### config.mk
export PLATFORM = sky130hd
export DESIGN_NAME = vtu_queue
export DESIGN_NICKNAME = d
export VERILOG_FILES = /design/src/hw/rtl/vertex_transform_unit_assert.svh /design/src/hw/rtl/vtu_pkg.sv /design/src/hw/rtl/vtu_queue.sv
export SDC_FILE = /design/constraint.sdc
export NUM_CORES = 1
export LEC_CHECK = 0
export BUFFER_PORTS_ARGS = -buffer_cell sky130_fd_sc_hd__clkbuf_2
export CAP_MARGIN = 20
export CELL_PAD_IN_SITES_DETAIL_PLACEMENT = 0
export CELL_PAD_IN_SITES_GLOBAL_PLACEMENT = 1
export CORE_MARGIN = 2
export CORE_UTILIZATION = 40
export CTS_CLUSTER_SIZE = 20
export DETAILED_ROUTE_END_ITERATION = 10
export HOLD_SLACK_MARGIN = 0.05
export PLACE_DENSITY = 0.72
export SYNTH_ARGS = -nofsm -noshare
export SYNTH_HDL_FRONTEND = slang
export SYNTH_SLANG_ARGS = --single-unit
### constraint.sdc
create_clock -name clock -period 10 [get_ports clock]
set_input_delay 1.5 -clock clock [delete_from_list [all_inputs] [get_ports clock]]
set_output_delay 1.5 -clock clock [all_outputs]
set_load 0.02 [all_outputs]
### src/hw/rtl/vertex_transform_unit_assert.svh
// Assertion macros used by the vertex transform RTL.
`ifndef VERTEX_TRANSFORM_UNIT_ASSERT_SVH
`define VERTEX_TRANSFORM_UNIT_ASSERT_SVH

// Same-cycle implication, sampled on clock, off during reset.
`define VTU_ASSERT_IMPL(label, ante, cons, msg) \
   label: assert property (@(posedge clock) disable iff (reset) (ante) |-> (cons)) \
      else $error(msg);

// Next-cycle implication, sampled on clock, off during reset.
`define VTU_ASSERT_NEXT(label, ante, cons, msg) \
   label: assert property (@(posedge clock) disable iff (reset) (ante) |=> (cons)) \
      else $error(msg);

`endif

### src/hw/rtl/vtu_pkg.sv
// Shared types, constants and lane tables of the vertex transform unit.
package vtu_pkg;

   localparam int DATA_WIDTH        = 32;
   localparam int FRAC_BITS_DEFAULT = 16;
   localparam int IDX_W             = 4;
   localparam int N_ELEM            = 16;
   localparam int N_LANE            = 10;
   localparam int SUM_W             = 2 * DATA_WIDTH + 2;
   localparam int QUEUE_DEPTH       = 4;

   // First lane of each result group.
   localparam int LANE_WORLD  = 0;
   localparam int LANE_CLIP   = 3;
   localparam int LANE_NORMAL = 7;

   typedef enum logic {
      OP_LOAD   = 1'b0,
      OP_VERTEX = 1'b1
   } vtu_op_type;

   typedef enum logic {
      MAT_MODEL = 1'b0,
      MAT_MVP   = 1'b1
   } vtu_mat_type;

   typedef struct packed {
      vtu_op_type                    op;
      vtu_mat_type                   mat;
      logic [IDX_W-1:0]              index;
      logic [DATA_WIDTH-1:0]         value;
      logic [2:0][DATA_WIDTH-1:0]    pos;
      logic [2:0][DATA_WIDTH-1:0]    normal;
   } vtu_entry_type;

   typedef struct packed {
      logic          valid;
      vtu_entry_type entry;
   } vtu_slot_type;

   // Matrix row used by a lane.
   function automatic logic [1:0] lane_row(input int lane);
      if (lane < LANE_CLIP) begin
         return 2'(lane - LANE_WORLD);
      end else if (lane < LANE_NORMAL) begin
         return 2'(lane - LANE_CLIP);
      end
      return 2'(lane - LANE_NORMAL);
   endfunction

   function automatic logic lane_uses_mvp(input int lane);
      return (lane >= LANE_CLIP) && (lane < LANE_NORMAL);
   endfunction

   function automatic logic lane_uses_normal(input int lane);
      return lane >= LANE_NORMAL;
   endfunction

   // Position lanes carry w = 1, normal lanes w = 0.
   function automatic logic lane_has_w(input int lane);
      return lane < LANE_NORMAL;
   endfunction

endpackage

### src/hw/rtl/vtu_queue.sv
// Short request queue between the front end and the transform back end.
module vtu_queue (
   input  logic                  clock,
   input  logic                  reset,
   input  vtu_pkg::vtu_slot_type push,
   output logic                  push_ready,
   output vtu_pkg::vtu_slot_type head,
   input  logic                  pop
);

   localparam int DEPTH = vtu_pkg::QUEUE_DEPTH;
   localparam int PTR_W = (DEPTH > 1) ? $clog2(DEPTH) : 1;
   localparam int CNT_W = $clog2(DEPTH + 1);

   vtu_pkg::vtu_entry_type slot_ff [DEPTH];
   logic [PTR_W-1:0] wr_ptr_ff, wr_ptr_in;
   logic [PTR_W-1:0] rd_ptr_ff, rd_ptr_in;
   logic [CNT_W-1:0] count_ff, count_in;
   logic             push_fire;

   assign push_ready = count_ff != CNT_W'(DEPTH);
   assign push_fire  = push.valid && push_ready;
   assign head.valid = count_ff != '0;
   assign head.entry = slot_ff[rd_ptr_ff];

   always_comb begin
      wr_ptr_in = wr_ptr_ff;
      rd_ptr_in = rd_ptr_ff;
      count_in  = count_ff;
      if (push_fire) begin
         wr_ptr_in = (wr_ptr_ff == PTR_W'(DEPTH - 1)) ? '0 : wr_ptr_ff + PTR_W'(1);
      end
      if (pop) begin
         rd_ptr_in = (rd_ptr_ff == PTR_W'(DEPTH - 1)) ? '0 : rd_ptr_ff + PTR_W'(1);
      end
      if (push_fire && !pop) begin
         count_in = count_ff + CNT_W'(1);
      end else if (pop && !push_fire) begin
         count_in = count_ff - CNT_W'(1);
      end
   end

   always_ff @(posedge clock) begin
      if (reset) begin
         wr_ptr_ff <= '0;
         rd_ptr_ff <= '0;
         count_ff  <= '0;
      end else begin
         wr_ptr_ff <= wr_ptr_in;
         rd_ptr_ff <= rd_ptr_in;
         count_ff  <= count_in;
      end
   end

   always_ff @(posedge clock) begin
      if (push_fire) begin
         slot_ff[wr_ptr_ff] <= push.entry;
      end
   end

endmodule

* Word-level counts from Yosys, hierarchy flattened
Memory sizes are Yosys's and may differ from the RTL's. A register that Yosys moved wholly into a read port is not among the register bits.
Index checks and enable logic that the tools add are counted.
Widths: inputs -> output; s select.
** Storage, ports and cells
- Bits in registers :: 7
- RAM bits :: 920
- Word-level logic and storage cells :: 26
- Memories :: 1
** Operators by class
- Add/sub/neg operators :: 4
- Equal/unequal tests :: 3
- Muxes and demuxes :: 8
- Reduce and logical (&&, ||, !) cells :: 7
** Memory list
- slot_ff :: words 4, bits a word 230, rd ports 1, clocked after memory_dff 1, wr ports 1, RTL line vtu_queue.sv:15 : vtu_pkg::vtu_entry_type slot_ff [DEPTH];
** Operators by type and width (count)
- $mux 2 :: 4
- $mux 3 :: 2
- $add 2x1->2 const B :: 2
- $eq 2x2->1 const B :: 2
- $add 3x1->3 const B :: 1
- $logic_and 1x1->1 :: 3
- $ne 3x3->1 const B :: 1
- $reduce_bool 3->1 :: 1
- $sub 3x1->3 const B :: 1
- $logic_not 1->1 :: 2
- $mux 1 :: 2
- $reduce_bool 2->1 :: 1

* Logic depth before layout (Yosys ltp)
- Depth after elaboration :: 6
- Depth in mapped cells :: 9

* Worst setup path after synthesis
No wires, ideal clock.
- Path type :: input -> register
- Start :: in push[230] in the netlist's numbering
- End :: mem slot_ff[2][0] in the netlist's numbering (enable)
- Library setup time :: 0.621 ns
- Arrival :: 6.795 ns
- Required time :: 9.379 ns
- Path slack :: 2.584 ns
- Stages on the path :: 1
- Cells stage by stage :: and3_1
** On the way
- Word-level cells in the longest chain between the ends :: 3
** Ends and longest elaborated chain
- start, declared :: RTL line vtu_queue.sv:5 : input vtu_pkg::vtu_slot_type push,
- $logic_and 1x1->1 :: RTL line vtu_queue.sv:22 : assign push_fire = push.valid && push_ready;
- $mux 1 :: RTL line vtu_queue.sv:56 : if (push_fire) begin
- $mux 1 (not written as such) :: RTL line vtu_queue.sv:57 : slot_ff[wr_ptr_ff] <= push.entry;
- end, declared :: RTL line vtu_queue.sv:15
No other way between the ends.

==> results by group <==
Global routing
  • First-pass GRT wire length: 99300 um
  • Vias in the first global route: 16000
  • Global route overflow: 0
  • GRT Total Usage: 15.2%
  • Initial antenna violation count: 11
  • Largest net degree at the start of global routing: 127

Logic synthesis
  • Sequential area share after synthesis: 82.1%
  • Ys async rst share: 0%
  • EDFF count, synth: 920
  • Post-Syn Area: 33900 um2
  • Synth top area share: 81.5%
  • Yosys top cell by area: edfxtp_1
  • Syn nets: 1491
  • Mux share of post-synthesis cell area: 15.4%
  • YS warnings: 0
  • Compound-Gate Fraction of Synth Area: 0.0813%
  • Adder-Cell Fraction of Synth Area: 0.281%
  • Main combinational cell family by area after synthesis: multiplexers
  • Syn Area/Cell: 27.1 um2
  • Synth Area in XOR/XNOR: 0.0517%
  • Cells after synthesis: 1250
  • Most used flip-flop cell after synthesis: edfxtp_1
  • Unique masters post-synth: 25
  • Largest cells by area after synthesis: edfxtp_1 82%, mux4_2 15%, buf_12 1.3%, dfxtp_1 0.53%, buf_2 0.31%
  • Post-Synth Simple-Gate Area: 0.295%
  • Seq cells post-synth: 929

Power and ir drop
  • PD cells: 232 nW/um2
  • Combinational fraction of design power: 12.9%
  • Sequential Power Share: 51.2%
  • Switching share of total power: 24.1%
  • Peak VDD IR: 0.000208 V
  • Leakage: 13.4 nW
  • Internal: 7.07 mW
  • Clk pwr share: 36.0%
  • Sw power: 2.25 mW

STA
  • Endpoints failing setup: 0
  • Max_slew headroom: 25.3%
  • Worst slew pin tran: 1.12 ns
  • Slew Viols, Final: 0
  • Tcrit/Tclk final: 46.8%
  • RSZ-0062 raised after global routing: no
  • Fin. Hold Viols: 0
  • FMAX: 214 MHz
  • Post-route setup TNS: 0 ns
  • Tmin final: 4.68 ns
  • Clk_skew: 0.0310 ns
  • Final WS setup: 5.32 ns
  • Worst Hold Slack: 0.522 ns

Floorplanning
  • DIE WIDTH: 295 um
  • Chip height: 295 um
  • Rows: 106
  • I/O pin count: 466
  • Initial Utilization: 40.4%
  • Die outline area: 87000 um2
  • Area of the core: 83800 um2

Worst setup path
  • Kind of critical path: flip-flop to primary output
  • Crit path capture type: primary output
  • Reg2reg path depth: 4
  • Reg2Reg Setup Slack: 6.63 ns
  • CP Data Required Time: 8.50 ns
  • Peak fanout along the critical path: 62
  • Cell at the slowest stage of the critical path: dfxtp_4
  • Crit-path cells: buf_4 -> mux4_2 -> clkbuf_2
  • Max stage delay on crit path: 0.94 ns
  • Worst Path Arrival: 3.18 ns
  • CP startpoint kind: flip-flop

Clock network
  • Sink Count: 929
  • Clock transition at the registers of the reported paths: 0.06 ns
  • Clock tree from TritonCTS: done
  • Clock Path Buffers: 3
  • Setup Buffers After CTS: 0
  • Root Driver: clkbuf_16
  • Post_cts resized: 0
  • CTS Hold Bufs: 0
  • CTS H-Tree Depth: 3
  • Worst-Skew Late Latency: 0.63 ns
  • Num CTS Buffers: 95

Detailed routing
  • DRT antenna net count: 0
  • 1st-iter DRT viols: 949
  • Avg WL per Cell: 22.3 um
  • Residual DRC: 0
  • Vias: 14900
  • Detailed Route WL: 66500 um
  • DRT Pass-1 Iters: 5
  • Vias/cell: 5.01

Finish
  • P&R area growth vs syn: 18.7%
  • Layout cell share with drive strength beyond 1: 45.5%
  • Leading cell type in the layout, fill and taps excluded: edfxtp_1
  • Nets: 2013
  • Fillcell total: 6838
  • Commonest non-fill, non-tap cells in the layout: 920 x edfxtp_1, 465 x clkbuf_2, 230 x mux4_2

Placement
  • Final GP Congestion: 0.722
  • Final HPWL DP: 38800 um
  • Pre-CTS setup slack: 5.64 ns
  • IO buf count: 465

Min path
  • HP Class: flip-flop to flip-flop
  • Hold path depth: 2

Run
  • Max Cap Violations: 0

Status
  • Status: completed
cells in the mapped netlist, types with 2 or more instances:
cell,instances
buf_4,3
clkbuf_1,7
or3_1,2
nor2_1,4
buf_2,21
nand2b_1,2
mux2i_1,3
a21oi_1,2
ha_1,6
mux4_2,230
dfxtp_1,9
edfxtp_1,920
inv_1,4
buf_12,22
xor2_1,2
and3_1,4
through the flow:
step	power [mW]	util, %	cells	area (um2)
finish	9.32	48.0	2977	40200
global route	9.68	48.0	2975	40200
CTS	9.46	47.9	2973	40200
detailed placement	6.09	44.4	2809	37200
global placement	6.05	44.4	2809	37200
floorplan	5.69	-	1250	33900
registers in the layout, summed over array words and instances, names as in the netlist, named ones only:
register   flops
rd_ptr_ff      2
count_ff       3
slot_ff      920
wr_ptr_ff      2
path summary, 6_finish.rpt:
check	to	startpoint
worst max register to register	slot_ff[0][72]	count_ff[0]
worst min register to register	flip-flop	rd_ptr_ff[1]
worst max-delay path	head[52]	flip-flop
worst min-delay path	flip-flop	rd_ptr_ff[1]
routing by layer:
metal	global-route usage (%)	vias up	wire length, um
met5	0	-	95
met4	5.11	14	1970
met3	5.38	139	5540
met2	24.6	440	32900
met1	19.0	7811	26000
li1	-	6509	-
area by class of cell:
type | instances | area [um2] | area share, %
Antenna cell | 4 | 10.0 | 0.0249
Clock buffer | 124 | 2520 | 6.26
Clock inverter | 40 | 447 | 1.11
Inverter | 4 | 15.0 | 0.0373
Multi-Input combinational cell | 263 | 5470 | 13.6
Sequential cell | 929 | 27800 | 69.2
Tap cell | 1134 | 1420 | 3.53
Timing Repair Buffer | 479 | 2510 | 6.24
kinds of logic (layout without fill, tap and decap cells):
kind of cell	count (synthesis)	in the layout
XOR/XNOR	2	2
buffers and inverters	58	647
AO/OA/AOI/OAI	4	4
other	0	4
adder cells (fa/ha/maj)	7	7
AND/OR/NAND/NOR	17	17
flip-flops	929	929
multiplexers	233	233
worst max-delay path: cells and delay by family (launching register included):
| family | cells | cell delay, ns |
|---|---|---|
| buffers and inverters | 2 | 1.00 |
| DFF | 1 | 0.94 |
| muxes | 1 | 0.46 |
power groups by stage:
stage / logic (mW) / clock network, mW / registers, mW
floorplan: 0.793 / 0 / 4.90
global placement: 1.22 / 0 / 4.83
detailed placement: 1.23 / 0 / 4.85
CTS: 1.24 / 3.45 / 4.77
global route: 1.29 / 3.60 / 4.80
finish: 1.20 / 3.35 / 4.77
No activity file was read; power rests on OpenSTA's default activity.
