==> config.mk <==
export PLATFORM = sky130hd
export DESIGN_NAME = vtu_front_flat
export DESIGN_NICKNAME = d
export VERILOG_FILES = /design/src/hw/rtl/vertex_transform_unit_assert.svh /design/src/hw/rtl/vtu_pkg.sv /design/src/hw/rtl/vtu_if.sv /design/src/hw/rtl/vtu_front.sv /design/src/flat_wrapper.sv
export SDC_FILE = /design/constraint.sdc
export NUM_CORES = 1
export LEC_CHECK = 0
export BUFFER_PORTS_ARGS = -buffer_cell sky130_fd_sc_hd__buf_2
export CAP_MARGIN = 15
export CORE_AREA = 3 3 180 182
export CTS_CLUSTER_SIZE = 24
export DETAILED_ROUTE_END_ITERATION = 6
export DIE_AREA = 0 0 183 185
export PLACE_DENSITY = 0.56
export SYNTH_ARGS = -nofsm -noshare
export SYNTH_HDL_FRONTEND = slang
export SYNTH_SLANG_ARGS = --single-unit
==> constraint.sdc <==
create_clock -name clock -period 2.75 [get_ports clock]
set_input_delay 0.1375 -clock clock [delete_from_list [all_inputs] [get_ports clock]]
set_output_delay 0.1375 -clock clock [all_outputs]
set_load 0.01 [all_outputs]
==> src/hw/rtl/vertex_transform_unit_assert.svh <==
// Assertion macros used by the vertex transform RTL.
`ifndef VERTEX_TRANSFORM_UNIT_ASSERT_SVH
`define VERTEX_TRANSFORM_UNIT_ASSERT_SVH

// Same-cycle implication, sampled on clock, off during reset.
`define VTU_ASSERT_IMPL(label, ante, cons, msg) \
   label: assert property (@(posedge clock) disable iff (reset) (ante) |-> (cons)) \
      else $error(msg);

// Next-cycle implication, sampled on clock, off during reset.
`define VTU_ASSERT_NEXT(label, ante, cons, msg) \
   label: assert property (@(posedge clock) disable iff (reset) (ante) |=> (cons)) \
      else $error(msg);

`endif

==> src/hw/rtl/vtu_pkg.sv <==
// Shared types, constants and lane tables of the vertex transform unit.
package vtu_pkg;

   localparam int DATA_WIDTH        = 32;
   localparam int FRAC_BITS_DEFAULT = 16;
   localparam int IDX_W             = 4;
   localparam int N_ELEM            = 16;
   localparam int N_LANE            = 10;
   localparam int SUM_W             = 2 * DATA_WIDTH + 2;
   localparam int QUEUE_DEPTH       = 4;

   // First lane of each result group.
   localparam int LANE_WORLD  = 0;
   localparam int LANE_CLIP   = 3;
   localparam int LANE_NORMAL = 7;

   typedef enum logic {
      OP_LOAD   = 1'b0,
      OP_VERTEX = 1'b1
   } vtu_op_type;

   typedef enum logic {
      MAT_MODEL = 1'b0,
      MAT_MVP   = 1'b1
   } vtu_mat_type;

   typedef struct packed {
      vtu_op_type                    op;
      vtu_mat_type                   mat;
      logic [IDX_W-1:0]              index;
      logic [DATA_WIDTH-1:0]         value;
      logic [2:0][DATA_WIDTH-1:0]    pos;
      logic [2:0][DATA_WIDTH-1:0]    normal;
   } vtu_entry_type;

   typedef struct packed {
      logic          valid;
      vtu_entry_type entry;
   } vtu_slot_type;

   // Matrix row used by a lane.
   function automatic logic [1:0] lane_row(input int lane);
      if (lane < LANE_CLIP) begin
         return 2'(lane - LANE_WORLD);
      end else if (lane < LANE_NORMAL) begin
         return 2'(lane - LANE_CLIP);
      end
      return 2'(lane - LANE_NORMAL);
   endfunction

   function automatic logic lane_uses_mvp(input int lane);
      return (lane >= LANE_CLIP) && (lane < LANE_NORMAL);
   endfunction

   function automatic logic lane_uses_normal(input int lane);
      return lane >= LANE_NORMAL;
   endfunction

   // Position lanes carry w = 1, normal lanes w = 0.
   function automatic logic lane_has_w(input int lane);
      return lane < LANE_NORMAL;
   endfunction

endpackage

==> src/hw/rtl/vtu_if.sv <==
// Request and response channel interfaces of the vertex transform unit.
interface vtu_req_if;
   logic                                    valid;
   logic                                    ready;
   logic                                    req_type;
   logic                                    matrix_select;
   logic [vtu_pkg::IDX_W-1:0]               element_index;
   logic signed [vtu_pkg::DATA_WIDTH-1:0]   element_value;
   logic signed [vtu_pkg::DATA_WIDTH-1:0]   pos_x;
   logic signed [vtu_pkg::DATA_WIDTH-1:0]   pos_y;
   logic signed [vtu_pkg::DATA_WIDTH-1:0]   pos_z;
   logic signed [vtu_pkg::DATA_WIDTH-1:0]   normal_x;
   logic signed [vtu_pkg::DATA_WIDTH-1:0]   normal_y;
   logic signed [vtu_pkg::DATA_WIDTH-1:0]   normal_z;

   modport source (
      output valid, req_type, matrix_select, element_index, element_value,
             pos_x, pos_y, pos_z, normal_x, normal_y, normal_z,
      input  ready
   );
   modport sink (
      input  valid, req_type, matrix_select, element_index, element_value,
             pos_x, pos_y, pos_z, normal_x, normal_y, normal_z,
      output ready
   );
endinterface


==> src/hw/rtl/vtu_front.sv <==
// Front end: accepts requests, classifies them and holds one in a register.
module vtu_front (
   input  logic                  clock,
   input  logic                  reset,
   vtu_req_if.sink               req_bus,
   output vtu_pkg::vtu_slot_type push,
   input  logic                  push_ready
);

   logic                   hold_valid_ff, hold_valid_in;
   vtu_pkg::vtu_entry_type hold_entry_ff, hold_entry_in;
   vtu_pkg::vtu_entry_type classified;
   logic                   accept;

   assign req_bus.ready = !hold_valid_ff || push_ready;
   assign accept        = req_bus.valid && req_bus.ready;

   always_comb begin
      classified.op     = vtu_pkg::vtu_op_type'(req_bus.req_type);
      classified.mat    = vtu_pkg::vtu_mat_type'(req_bus.matrix_select);
      classified.index  = req_bus.element_index;
      classified.value  = req_bus.element_value;
      classified.pos    = {req_bus.pos_z, req_bus.pos_y, req_bus.pos_x};
      classified.normal = {req_bus.normal_z, req_bus.normal_y, req_bus.normal_x};

      hold_valid_in = hold_valid_ff;
      hold_entry_in = hold_entry_ff;
      if (accept) begin
         hold_valid_in = 1'b1;
         hold_entry_in = classified;
      end else if (push_ready) begin
         hold_valid_in = 1'b0;
      end
   end

   always_ff @(posedge clock) begin
      if (reset) begin
         hold_valid_ff <= 1'b0;
      end else begin
         hold_valid_ff <= hold_valid_in;
      end
   end

   always_ff @(posedge clock) begin
      hold_entry_ff <= hold_entry_in;
   end

   assign push.valid = hold_valid_ff;
   assign push.entry = hold_entry_ff;

endmodule

==> src/flat_wrapper.sv <==
// flat-port wrapper written by rule: the top's interface ports become plain ports
module vtu_front_flat 
  (clock, reset, push, push_ready, req_bus_valid, req_bus_req_type, req_bus_matrix_select, req_bus_element_index, req_bus_element_value, req_bus_pos_x, req_bus_pos_y, req_bus_pos_z, req_bus_normal_x, req_bus_normal_y, req_bus_normal_z, req_bus_ready);
  vtu_req_if req_bus_i ();
  input  logic clock;
  input  logic reset;
  output vtu_pkg::vtu_slot_type push;
  input  logic push_ready;
  input wire logic [$bits(req_bus_i.valid)-1:0] req_bus_valid;
  input wire logic [$bits(req_bus_i.req_type)-1:0] req_bus_req_type;
  input wire logic [$bits(req_bus_i.matrix_select)-1:0] req_bus_matrix_select;
  input wire logic [$bits(req_bus_i.element_index)-1:0] req_bus_element_index;
  input wire logic [$bits(req_bus_i.element_value)-1:0] req_bus_element_value;
  input wire logic [$bits(req_bus_i.pos_x)-1:0] req_bus_pos_x;
  input wire logic [$bits(req_bus_i.pos_y)-1:0] req_bus_pos_y;
  input wire logic [$bits(req_bus_i.pos_z)-1:0] req_bus_pos_z;
  input wire logic [$bits(req_bus_i.normal_x)-1:0] req_bus_normal_x;
  input wire logic [$bits(req_bus_i.normal_y)-1:0] req_bus_normal_y;
  input wire logic [$bits(req_bus_i.normal_z)-1:0] req_bus_normal_z;
  output wire logic [$bits(req_bus_i.ready)-1:0] req_bus_ready;
  assign req_bus_i.valid = req_bus_valid;
  assign req_bus_i.req_type = req_bus_req_type;
  assign req_bus_i.matrix_select = req_bus_matrix_select;
  assign req_bus_i.element_index = req_bus_element_index;
  assign req_bus_i.element_value = req_bus_element_value;
  assign req_bus_i.pos_x = req_bus_pos_x;
  assign req_bus_i.pos_y = req_bus_pos_y;
  assign req_bus_i.pos_z = req_bus_pos_z;
  assign req_bus_i.normal_x = req_bus_normal_x;
  assign req_bus_i.normal_y = req_bus_normal_y;
  assign req_bus_i.normal_z = req_bus_normal_z;
  assign req_bus_ready = req_bus_i.ready;
  vtu_front u_core (.clock(clock), .reset(reset), .req_bus(req_bus_i), .push(push), .push_ready(push_ready));
endmodule
==> results of run 1 <==
-- kinds of logic after synthesis --
group	synth area share, %
flip-flops	99.4
buffers and inverters	0.162
AND/OR/NAND/NOR	0.323
AO/OA/AOI/OAI	0.126
-- through the flow --
| stage | util (%) | instance area, sq um | hold WS (ns) | setup WS, ns | std cells |
|---|---|---|---|---|---|
| floorplan | - | 6970 | 0.200 | 0.269 | 236 |
| global placement | 32.2 | 9910 | 0.299 | 1.09 | 1105 |
| detailed placement | 32.2 | 9910 | 0.307 | 1.08 | 1105 |
==> reports/qor.csv, run 1 <==
stage,metric,value,unit
status,status,aborted with a tool error,
status,failed_stage,4_1_cts,
status,error,[ERROR RSZ-0060] Max buffer count reached.,
logic_synthesis,ys_ff_latch,231,
logic_synthesis,synth_edf_count,230,
placed_design,place.gp.congestion,0.748,
floorplanning,fp.dieW,183,um
logic_synthesis,syn-instance-count,236,
logic_synthesis,yosysMostFrequentCell,edfxtp_1,
logic_synthesis,synth_area_leader_cell,edfxtp_1,
logic_synthesis,ys_async_sr_fraction,0,%
clock_network,cts_sinks,231,
logic_synthesis,mappedNetlistArea,6970,sq um
floorplanning,start_util,22.7,%
logic_synthesis,ys_types,7,
logic_synthesis,synthTopCellsByArea,"edfxtp_1 (99%), dfxtp_1 (0.29%), nand2b_4 (0.20%)",
logic_synthesis,yosys_most_used_dff,edfxtp_1,
logic_synthesis,yosys.area.top_type_share,99.1,%
clock_network,clockRootBuffer,clkbuf_16,
floorplanning,ioPinCount,466,
floorplanning,rows,64,
clock_network,holdBufCountCts,230,
clock_network,cts_setup_buffers,0,
logic_synthesis,ys_seq_area_share,99.4,%
placed_design,portBuffers,465,
clock_network,cts_buffer_depth,3,
floorplanning,die_height,185,um
logic_synthesis,yosysWarnings,0,
clock_network,cts_max_level,1,
logic_synthesis,syn_area_per_cell,29.5,sq um
clock_network,cts_buffers,25,
clock_network,ctsResizeCount,0,
logic_synthesis,synth_fp_nets,470,
==> run 2: changes to the inputs <==
CORE_AREA = 3 3 181 183   (was 3 3 180 182)
CTS_CLUSTER_SIZE = not set   (was 24)
DIE_AREA = 0 0 184 186   (was 0 0 183 185)
PLACE_DENSITY = not set   (was 0.56)
PLACE_DENSITY_LB_ADDON = 0.15   (was not set)
==> reports/qor.csv, run 2 <==
stage,metric,value,unit,change
status,status,finished clean,,
floorplanning,core,31400,sq um,
global_routing,grt_overflow,0,,
power,p_leak,5.53,nW,
placed_design,pre_cts_slack,1.06,ns,-0.0172 ns
logic_synthesis,syn-instance-count,236,,unchanged
floorplanning,rows,65,,+1.6%
logic_synthesis,synth_area_leader_cell,edfxtp_1,,
global_routing,met1_usage,13.4,%,
worst_setup_path,crit_type,flip-flop to flip-flop,,
worst_setup_path,cp.arrival,1.85,ns,
global_routing,grt_usage,12.3,%,
sta,fin_crit_sh,60.5,%,
sta,fin_worst_skew,0.0104,ns,
logic_synthesis,yosys_most_used_dff,edfxtp_1,,
worst_hold_path,hold_path_depth,2,,
routing,drc_errors,0,,
sta,setup_viol,0,,
clock_network,clk_latency,0.52,ns,
placed_design,place.gp.congestion,0.783,,+4.7%
routing,route.vias.total,5216,,
final_layout,area_growth,87.7,%,
logic_synthesis,yosys.area_share.simple,0.323,%,unchanged
logic_synthesis,synth_fa_ha_area_share,0,%,unchanged
placed_design,portBuffers,465,,unchanged
sta,max_freq,0.602,GHz,
logic_synthesis,ys_ff_latch,231,,unchanged
placed_design,placed_cells,1113,,+0.72%
routing,routed_wirelength,22.9,mm,
clock_network,path_clk_slew,0.06,ns,
clock_network,cts_tree,built,,
logic_synthesis,yosysMostFrequentCell,edfxtp_1,,
logic_synthesis,synth_top_family_by_area,simple AND/OR/NAND/NOR gates,,
logic_synthesis,yosys.area.top_type_share,99.1,%,unchanged
worst_setup_path,rr_worst_depth,3,,
routing,wire_per_inst,16.4,um,
floorplanning,fp.dieW,184,um,+0.55%
floorplanning,die-area,34200,sq um,
global_routing,grt_use_met3,4.24,%,
logic_synthesis,synth.area.mux_share,0,%,unchanged
final_layout,design_area,13100,sq um,
power,p_total,0.00853,W,
final_layout,instances_no_fill,1392,,
power,p_per_area,652,nW/um^2,
worst_setup_path,critical_path_required,2.93,ns,
final_layout,largest_reg_flops,230,,
logic_synthesis,synth_fp_nets,470,,unchanged
global_routing,globalRouteMet2Util,22.7,%,
logic_synthesis,syn_area_per_cell,29.5,sq um,unchanged
logic_synthesis,ys_seq_area_share,99.4,%,unchanged
final_layout,most-common-layout-cells,"buf_2 (465), dlygate4sd3_1 (232), edfxtp_1 (230)",,
clock_network,cts_setup_buffers,0,,unchanged
placed_design,hpwl,16.3,mm,
sta,slew_violations,0,,
logic_synthesis,synth_compound_area_share,0.126,%,unchanged
worst_setup_path,end_kind,flip-flop,,
worst_setup_path,cp_max_fo,66,,
sta,slew_headroom,65.3,%,
clock_network,cts_buffer_depth,3,,unchanged
power,peakVddDrop,459,uV,
clock_network,cts_buffers,26,,+4.0%
worst_hold_path,min_path_type,input port to flip-flop,,
logic_synthesis,synth_edf_count,230,,unchanged
logic_synthesis,synthTopCellsByArea,"edfxtp_1 (99%), dfxtp_1 (0.29%), nand2b_4 (0.20%)",,
sta,tightest_slew,0.520,ns,
global_routing,antenna_found_initial,1,,
placed_design,place_area,9900,sq um,-0.15%
sta,post-route-min-period,1.66,ns,
floorplanning,die_height,186,um,+0.54%
sta,layout_setup_ws,1.09,ns,
global_routing,grt.busiest_layer,met2,,
floorplanning,start_util,22.2,%,-0.46 points
sta,timing.final.hold_violations,0,,
worst_setup_path,startpoint_type,flip-flop,,
routing,vias_per_cell,3.75,,
global_routing,grt_max_degree,67,,
final_layout,drive_gt1_share,51.9,%,
logic_synthesis,mappedNetlistArea,6970,sq um,unchanged
routing,first_pass_iters,4,,
floorplanning,ioPinCount,466,,unchanged
logic_synthesis,ys_types,7,,unchanged
logic_synthesis,synth_xor_area_share,0,%,unchanged
clock_network,cts_sinks,231,,unchanged
sta,rsz0062_at_grt,no,,
routing,drt_iter0_drc,153,,
logic_synthesis,ys_async_sr_fraction,0,%,unchanged
clock_network,clockRootBuffer,clkbuf_16,,
global_routing,grt_pass1_vias,5740,,
final_layout,nets,1205,,
final_layout,final_common_cell,buf_2,,
logic_synthesis,yosysWarnings,0,,unchanged
sta,fin_tns_setup,0,ns,
routing,ant_nets,0,,
clock_network,cts_max_level,1,,unchanged
flow_run,drv_cap,0,,
global_routing,grt_pass1_wl,32.4,mm,
## run 2: cell counts after synthesis
Identical to the previous run, type by type.
## run 2: what timing repair did
item,4_1_cts,5_1_grt
hold buffers,232,0
endpoints found under the hold margin,231,0
gates resized for setup,0,0
## run 2: area by class of cell
cell class	instances	area [sq um]
fill	2848	18300
sequential	231	6930
timing repair buffer	708	4760
clock buffer	33	698
tap	402	503
clock inverter	13	160
multi-input combinational	3	31.3
inverter	1	3.75
antenna	1	2.50
## run 2: power by group
part | switching (W) | internal (W) | total, W
registers | 0.0000568 | 0.00412 | 0.00418
logic | 0.000387 | 0.000476 | 0.000862
clock network | 0.00133 | 0.00215 | 0.00349
total | 0.00178 | 0.00675 | 0.00853
## run 2: stage by stage
stage / hold slack, ns / utilization (%)
6_report: 0.246 / 41.7
5_1_grt: 0.240 / 41.7
4_1_cts: 0.214 / 41.7
3_5_place_dp: 0.316 / 31.5
3_3_place_gp: 0.313 / 31.5
2_1_floorplan: 0.200 / -
## run 2: cell families after synthesis
logic type / count (synthesis)
buf+inv: 2
simple gates: 2
flops: 231
compound gates: 1
## run 2: metal layers
layer | routed length [um] | part of all wire (%) | up-vias
met3 | 2060 | 9.0 | 35
met4 | 642 | 2.8 | 0
met1 | 8160 | 36 | 2448
met2 | 12000 | 53 | 298
met5 | 0 | 0 | -
li1 | - | - | 2435
## run 2: final timing paths
kind                                                         from  slack, ns                          to
worst min register to register  u_core.hold_valid_ff$_SDFFE_PP0P_       0.99  u_core.push[170]$_DFFE_PP_
worst min-delay path                                req_bus_valid       0.25  u_core.push[170]$_DFFE_PP_
worst max register to register  u_core.hold_valid_ff$_SDFFE_PP0P_       1.09  u_core.push[134]$_DFFE_PP_
worst max-delay path            u_core.hold_valid_ff$_SDFFE_PP0P_       1.09  u_core.push[134]$_DFFE_PP_
## run 2: critical path, cell delays in order, from the launching register on
cell      delay, ns
dfxtp_1        0.33
nand2b_4       0.08
and2_4         0.48
buf_12         0.39
(Power assumes the default switching activity.)
==> run 3: changes to the inputs <==
clock period = 1.6 ns   (was 2.75 ns; I/O delays follow)
==> reports/qor.csv, run 3 (synthesis gave the netlist of run 2 again) <==
stage,metric,value,unit,change
sta,layout_setup_ws,0.245,ns,-0.842 ns
clock_network,cts_buffers,26,,unchanged
floorplanning,core,31400,sq um,unchanged
worst_setup_path,reg2reg_from,u_core.hold_valid_ff$_SDFFE_PP0P_,,
global_routing,grt_pass1_wl,32.1,mm,-0.81%
routing,first_pass_iters,4,,unchanged
worst_setup_path,crit_path_frequent_cell,buf_12,,
sta,rsz0062_at_grt,no,,
global_routing,grt_overflow,0,,unchanged
final_layout,fin_util,42.0,%,+0.31 points
global_routing,grt_pass1_vias,5778,,+0.66%
worst_setup_path,cp_max_fo,31,,-53%
sta,slew_headroom,85.5,%,+20 points
worst_setup_path,crit_start,u_core.hold_valid_ff$_SDFFE_PP0P_,,
clock_network,cts_max_level,1,,unchanged
sta,max_freq,0.738,GHz,+23%
sta,tightest_slew,0.218,ns,-0.302 ns
worst_setup_path,cp.arrival,1.57,ns,-0.28 ns
status,status,finished clean,,
clock_network,clockRootBuffer,clkbuf_16,,
routing,wire_per_inst,16.1,um,-1.8%
floorplanning,start_util,22.2,%,unchanged
sta,fin_worst_skew,0.00987,ns,-0.000514 ns
power,peakVddDrop,787,uV,+72%
routing,routed_wirelength,22.6,mm,-1.4%
routing,drc_errors,0,,unchanged
final_layout,largest_reg_flops,230,,unchanged
clock_network,path_clk_slew,0.06,ns,about the same
final_layout,nets,1209,,+0.33%
clock_network,clk_latency,0.52,ns,about the same
worst_setup_path,path_cells,nand2b_4 > and2_4 > buf_12 > buf_12,,
floorplanning,ioPinCount,466,,unchanged
routing,drt_iter0_drc,167,,+9.2%
final_layout,area_growth,89.1,%,
sta,fin_tns_setup,0,ns,unchanged
floorplanning,rows,65,,unchanged
worst_setup_path,cpLargestDelayFamily,buffers and inverters,,
worst_setup_path,cp_slowest_cell,dfxtp_2,,
worst_setup_path,end_kind,flip-flop,,
floorplanning,die_height,186,um,unchanged
sta,post-route-min-period,1.35,ns,-0.308 ns
final_layout,most-common-layout-cells,"buf_2 (465), dlygate4sd3_1 (232), edfxtp_1 (230)",,
sta,setup_viol,0,,unchanged
clock_network,cts_buffer_depth,3,,unchanged
global_routing,antenna_found_initial,2,,+1
worst_setup_path,slowest_delay,0.33,ns,-0.15 ns
sta,fin_crit_sh,84.7,%,+24 points
power,p_per_area,1110,nW/um^2,+70%
routing,ant_nets,0,,unchanged
global_routing,grt_usage,12.3,%,-0.044 points
placed_design,pre_cts_slack,0.247,ns,-0.813 ns
clock_network,cts_setup_buffers,0,,unchanged
flow_run,drv_cap,0,,unchanged
worst_setup_path,crit_buf_inv,2,,+1
power,p_leak,5.58,nW,+0.89%
power,p_total,0.0146,W,+71%
routing,route.vias.total,5199,,-0.33%
final_layout,drive_gt1_share,52.5,%,+0.59 points
clock_network,cts_sinks,231,,unchanged
clock_network,cts_tree,built,,
worst_hold_path,holdCritStartpoint,req_bus_valid,,
placed_design,portBuffers,465,,unchanged
final_layout,design_area,13200,sq um,+0.75%
worst_setup_path,crit_type,flip-flop to flip-flop,,
floorplanning,fp.dieW,184,um,unchanged
sta,timing.final.hold_violations,0,,unchanged
worst_hold_path,min_path_type,input port to flip-flop,,
worst_setup_path,critical_path_required,1.82,ns,-1.11 ns
placed_design,place_area,10000,sq um,+1.1%
sta,slew_violations,0,,unchanged
worst_setup_path,startpoint_type,flip-flop,,
placed_design,place.gp.congestion,0.795,,+1.5%
final_layout,final_common_cell,buf_2,,
routing,vias_per_cell,3.72,,-0.75%
global_routing,grt_max_degree,35,,-48%
floorplanning,die-area,34200,sq um,unchanged
## run 3: cell count changes in the layout (fill, tap and decap cells not counted)
cell       previous run  this run
buf_12                2         8
buf_4                 9         7
bufinv_16             4         3
clkbuf_1              6         4
clkinv_2              2         6
clkinv_4              0         1
dfxtp_1               1         0
dfxtp_2               0         1
## run 3: area by class of cell
cell class,count,area (sq um)
inverter,1,3.75
timing repair buffer,712,4860
antenna,1,2.50
clock buffer,31,691
multi-input combinational,3,31.3
fill,2848,18200
tap,402,503
clock inverter,17,159
sequential,231,6930
## run 3: per-stage QoR
step | hold WS (ns) | instances
final | 0.192 | 1398
after global routing | 0.180 | 1397
after CTS | 0.166 | 1397
after detailed placement | 0.232 | 1117
after global placement | 0.236 | 1117
after floorplan | 0.135 | 236
## run 3: final timing paths
path	end	slack (ns)	depth (start not counted)
min reg2reg	u_core.push[199]$_DFFE_PP_	0.93	3
max	u_core.push[195]$_DFFE_PP_	0.25	4
max reg2reg	u_core.push[195]$_DFFE_PP_	0.25	4
min	u_core.push[199]$_DFFE_PP_	0.19	3
## run 3: worst register-to-register path, cell delays in order, from the launching register on
cell and delay [ns]:
dfxtp_2 0.33, nand2b_4 0.07, and2_4 0.17, buf_12 0.22, buf_12 0.26
## run 3: what timing repair did
item,CTS,global route
hold buffers,232,0
resized for setup,0,0
hold endpoints to repair,231,0
## run 3: routing by layer
| metal | part of all wire (%) | vias up | global-route usage, % |
|---|---|---|---|
| li1 | - | 2446 | - |
| met5 | 0 | - | 0 |
| met4 | 2.7 | 0 | 3.69 |
| met2 | 54 | 269 | 23.5 |
| met1 | 34 | 2445 | 12.4 |
| met3 | 9.6 | 39 | 4.51 |
## run 3: power by group
group          internal, W  switching (W)
registers          0.00708      0.0000926
logic             0.000852       0.000671
clock network      0.00355        0.00233
==> run 4: changes to the inputs <==
ABC_AREA = 1   (was not set)
clock period = 1.4 ns   (was 1.6 ns; I/O delays follow)
==> reports/qor.csv, run 4 <==
stage,metric,value,unit,change
status,status,finished clean,,
logic_synthesis,yosys_most_used_dff,edfxtp_1,,
clock_network,cts_buffers,26,,unchanged
logic_synthesis,ys_types,8,,+1
worst_setup_path,slowest_delay,0.34,ns,about the same
sta,timing.final.hold_violations,0,,unchanged
logic_synthesis,ys_seq_area_share,99.5,%,+0.11 points
worst_setup_path,cp_max_fo,42,,+35%
sta,fin_worst_skew,0.00463,ns,-0.00524 ns
clock_network,cts_max_level,1,,unchanged
logic_synthesis,ys_async_sr_fraction,0,%,unchanged
final_layout,design_area,13100,sq um,-0.87%
global_routing,grt_overflow,0,,unchanged
sta,max_freq,0.756,GHz,+2.4%
worst_hold_path,min_path_type,input port to flip-flop,,
placed_design,place_area,9960,sq um,-0.46%
logic_synthesis,synth_edf_count,230,,unchanged
logic_synthesis,synth_area_leader_cell,edfxtp_1,,
logic_synthesis,synth_xor_area_share,0,%,unchanged
sta,tightest_slew,0.293,ns,+0.0751 ns
logic_synthesis,syn_area_per_cell,29.4,sq um,-0.53%
worst_setup_path,crit_buf_inv,2,,unchanged
worst_setup_path,startpoint_type,flip-flop,,
global_routing,grt_usage,12.3,%,-0.017 points
routing,drc_errors,0,,unchanged
final_layout,most-common-layout-cells,"buf_2 (465), dlygate4sd3_1 (232), edfxtp_1 (230)",,
clock_network,clockRootBuffer,clkbuf_16,,
floorplanning,rows,65,,unchanged
global_routing,grt_pass1_vias,5897,,+2.1%
logic_synthesis,yosys.area_share.simple,0.0899,%,-0.23 points
worst_setup_path,end_kind,flip-flop,,
logic_synthesis,ys_ff_latch,231,,unchanged
final_layout,drive_gt1_share,52.0,%,-0.50 points
floorplanning,die-area,34200,sq um,unchanged
final_layout,nets,1210,,+0.083%
worst_setup_path,cp_slowest_cell,dfxtp_2,,
worst_setup_path,path_cells,a21oi_4 > buf_6 > buf_16,,
logic_synthesis,synth.area.mux_share,0,%,unchanged
global_routing,grt_max_degree,53,,+51%
worst_setup_path,cpLargestDelayFamily,buffers and inverters,,
final_layout,final_common_cell,buf_2,,
floorplanning,core,31400,sq um,unchanged
power,peakVddDrop,992,uV,+26%
logic_synthesis,synth_fp_nets,471,,+0.21%
global_routing,antenna_found_initial,2,,unchanged
sta,layout_setup_ws,0.0775,ns,-0.168 ns
logic_synthesis,synth_compound_area_share,0.198,%,+0.072 points
logic_synthesis,syn-instance-count,237,,+0.42%
logic_synthesis,synth_top_family_by_area,buffers and inverters,,
routing,drt_iter0_drc,141,,-16%
placed_design,pre_cts_slack,0.0184,ns,-0.228 ns
sta,post-route-min-period,1.32,ns,-0.0320 ns
clock_network,cts_setup_buffers,0,,unchanged
global_routing,grt_pass1_wl,32.3,mm,+0.45%
final_layout,nFillCells,2903,,+1.9%
sta,rsz0062_at_grt,no,,
flow_run,drv_cap,0,,unchanged
final_layout,area_growth,87.7,%,
clock_network,cts_buffer_depth,3,,unchanged
power,p_per_area,1230,nW/um^2,+11%
worst_setup_path,crit_type,flip-flop to flip-flop,,
floorplanning,die_height,186,um,unchanged
floorplanning,start_util,22.2,%,-0.024 points
sta,slew_headroom,80.5,%,-5.0 points
routing,wire_per_inst,16.2,um,+0.54%
routing,vias_per_cell,3.77,,+1.4%
power,p_leak,5.52,nW,-1.1%
final_layout,largest_reg_flops,230,,unchanged
worst_setup_path,critical_path_required,1.61,ns,-0.21 ns
logic_synthesis,yosysWarnings,0,,unchanged
placed_design,hpwl,16.6,mm,
clock_network,path_clk_slew,0.06,ns,about the same
floorplanning,fp.dieW,184,um,unchanged
power,p_total,0.0160,W,+9.9%
routing,ant_nets,0,,unchanged
logic_synthesis,synth_fa_ha_area_share,0,%,unchanged
logic_synthesis,yosys.area.top_type_share,99.2,%,+0.11 points
sta,slew_violations,0,,unchanged
routing,route.vias.total,5276,,+1.5%
clock_network,cts_sinks,231,,unchanged
worst_setup_path,cp.arrival,1.53,ns,-0.04 ns
logic_synthesis,mappedNetlistArea,6960,sq um,-0.11%
floorplanning,ioPinCount,466,,unchanged
sta,setup_viol,0,,unchanged
routing,first_pass_iters,4,,unchanged
logic_synthesis,synthTopCellsByArea,"edfxtp_1 (99%), dfxtp_1 (0.29%), a21oi_2 (0.13%)",,
sta,fin_crit_sh,94.5,%,+9.8 points
placed_design,place.gp.congestion,0.771,,-3.0%
logic_synthesis,yosysMostFrequentCell,edfxtp_1,,
clock_network,clk_latency,0.52,ns,about the same
routing,routed_wirelength,22.7,mm,+0.62%
clock_network,cts_tree,built,,
placed_design,portBuffers,465,,unchanged
## run 4: through the flow
stage	std cells	utilization (%)	TNS [ns]	hold WS, ns
finish	1399	41.6	0	0.218
global route	1398	41.6	0	0.223
CTS	1397	41.6	0	0.188
detailed placement	1118	31.7	0	0.226
global placement	1118	31.7	0	0.233
floorplan	237	-	-723.01	0.125
## run 4: power by group
| part | internal, W | switching [W] |
|---|---|---|
| clock | 0.00349 | 0.00259 |
| sequential | 0.00810 | 0.000108 |
| combinational | 0.000959 | 0.000771 |
## run 4: final cells by class
class                           count  area, sq um  area share, %
Inverter                            2         7.51         0.0575
Clock buffer                       32          694           5.32
Multi-Input combinational cell      3         31.3          0.239
Antenna cell                        2         5.00         0.0383
Tap cell                          402          503           3.85
Timing Repair Buffer              712         4830           36.9
Clock inverter                     15         68.8          0.527
Sequential cell                   231         6930           53.0
## run 4: logic make-up (layout without fill, tap and decap cells)
kind of cell | after synthesis | count (layout)
other | 0 | 2
AOI/OAI and AO/OA | 2 | 2
buffers and inverters | 3 | 761
and+or+nand+nor | 1 | 1
DFF | 231 | 231
## run 4: per-layer routing
metal,GRT usage [%],vias to the layer above,wire length (um)
li1,-,2447,-
met1,12.5,2473,7900
met2,22.6,302,11700
met3,4.71,54,2220
met4,4.81,0,860
met5,0,-,0
## run 4: repair_timing
item / 4_1_cts / 5_1_grt
endpoints found under the hold margin: 231 / 0
resized for setup: 0 / 3
hold buffers: 232 / 0
setup endpoints to repair: 0 / 57
## run 4: path summary, 6_finish.rpt
check | start | end | slack, ns | depth (start not counted)
max | u_core.hold_valid_ff$_SDFFE_PP0P_ | u_core.push[31]$_DFFE_PP_ | 0.08 | 3
min | push_ready | u_core.push[224]$_DFFE_PP_ | 0.22 | 4
max reg2reg | u_core.hold_valid_ff$_SDFFE_PP0P_ | u_core.push[31]$_DFFE_PP_ | 0.08 | 3
min reg2reg | u_core.hold_valid_ff$_SDFFE_PP0P_ | u_core.push[224]$_DFFE_PP_ | 0.85 | 2
## run 4: worst register-to-register path: stages (launching register included)
cell and delay, ns:
dfxtp_2 0.34, a21oi_4 0.21, buf_6 0.19, buf_16 0.24
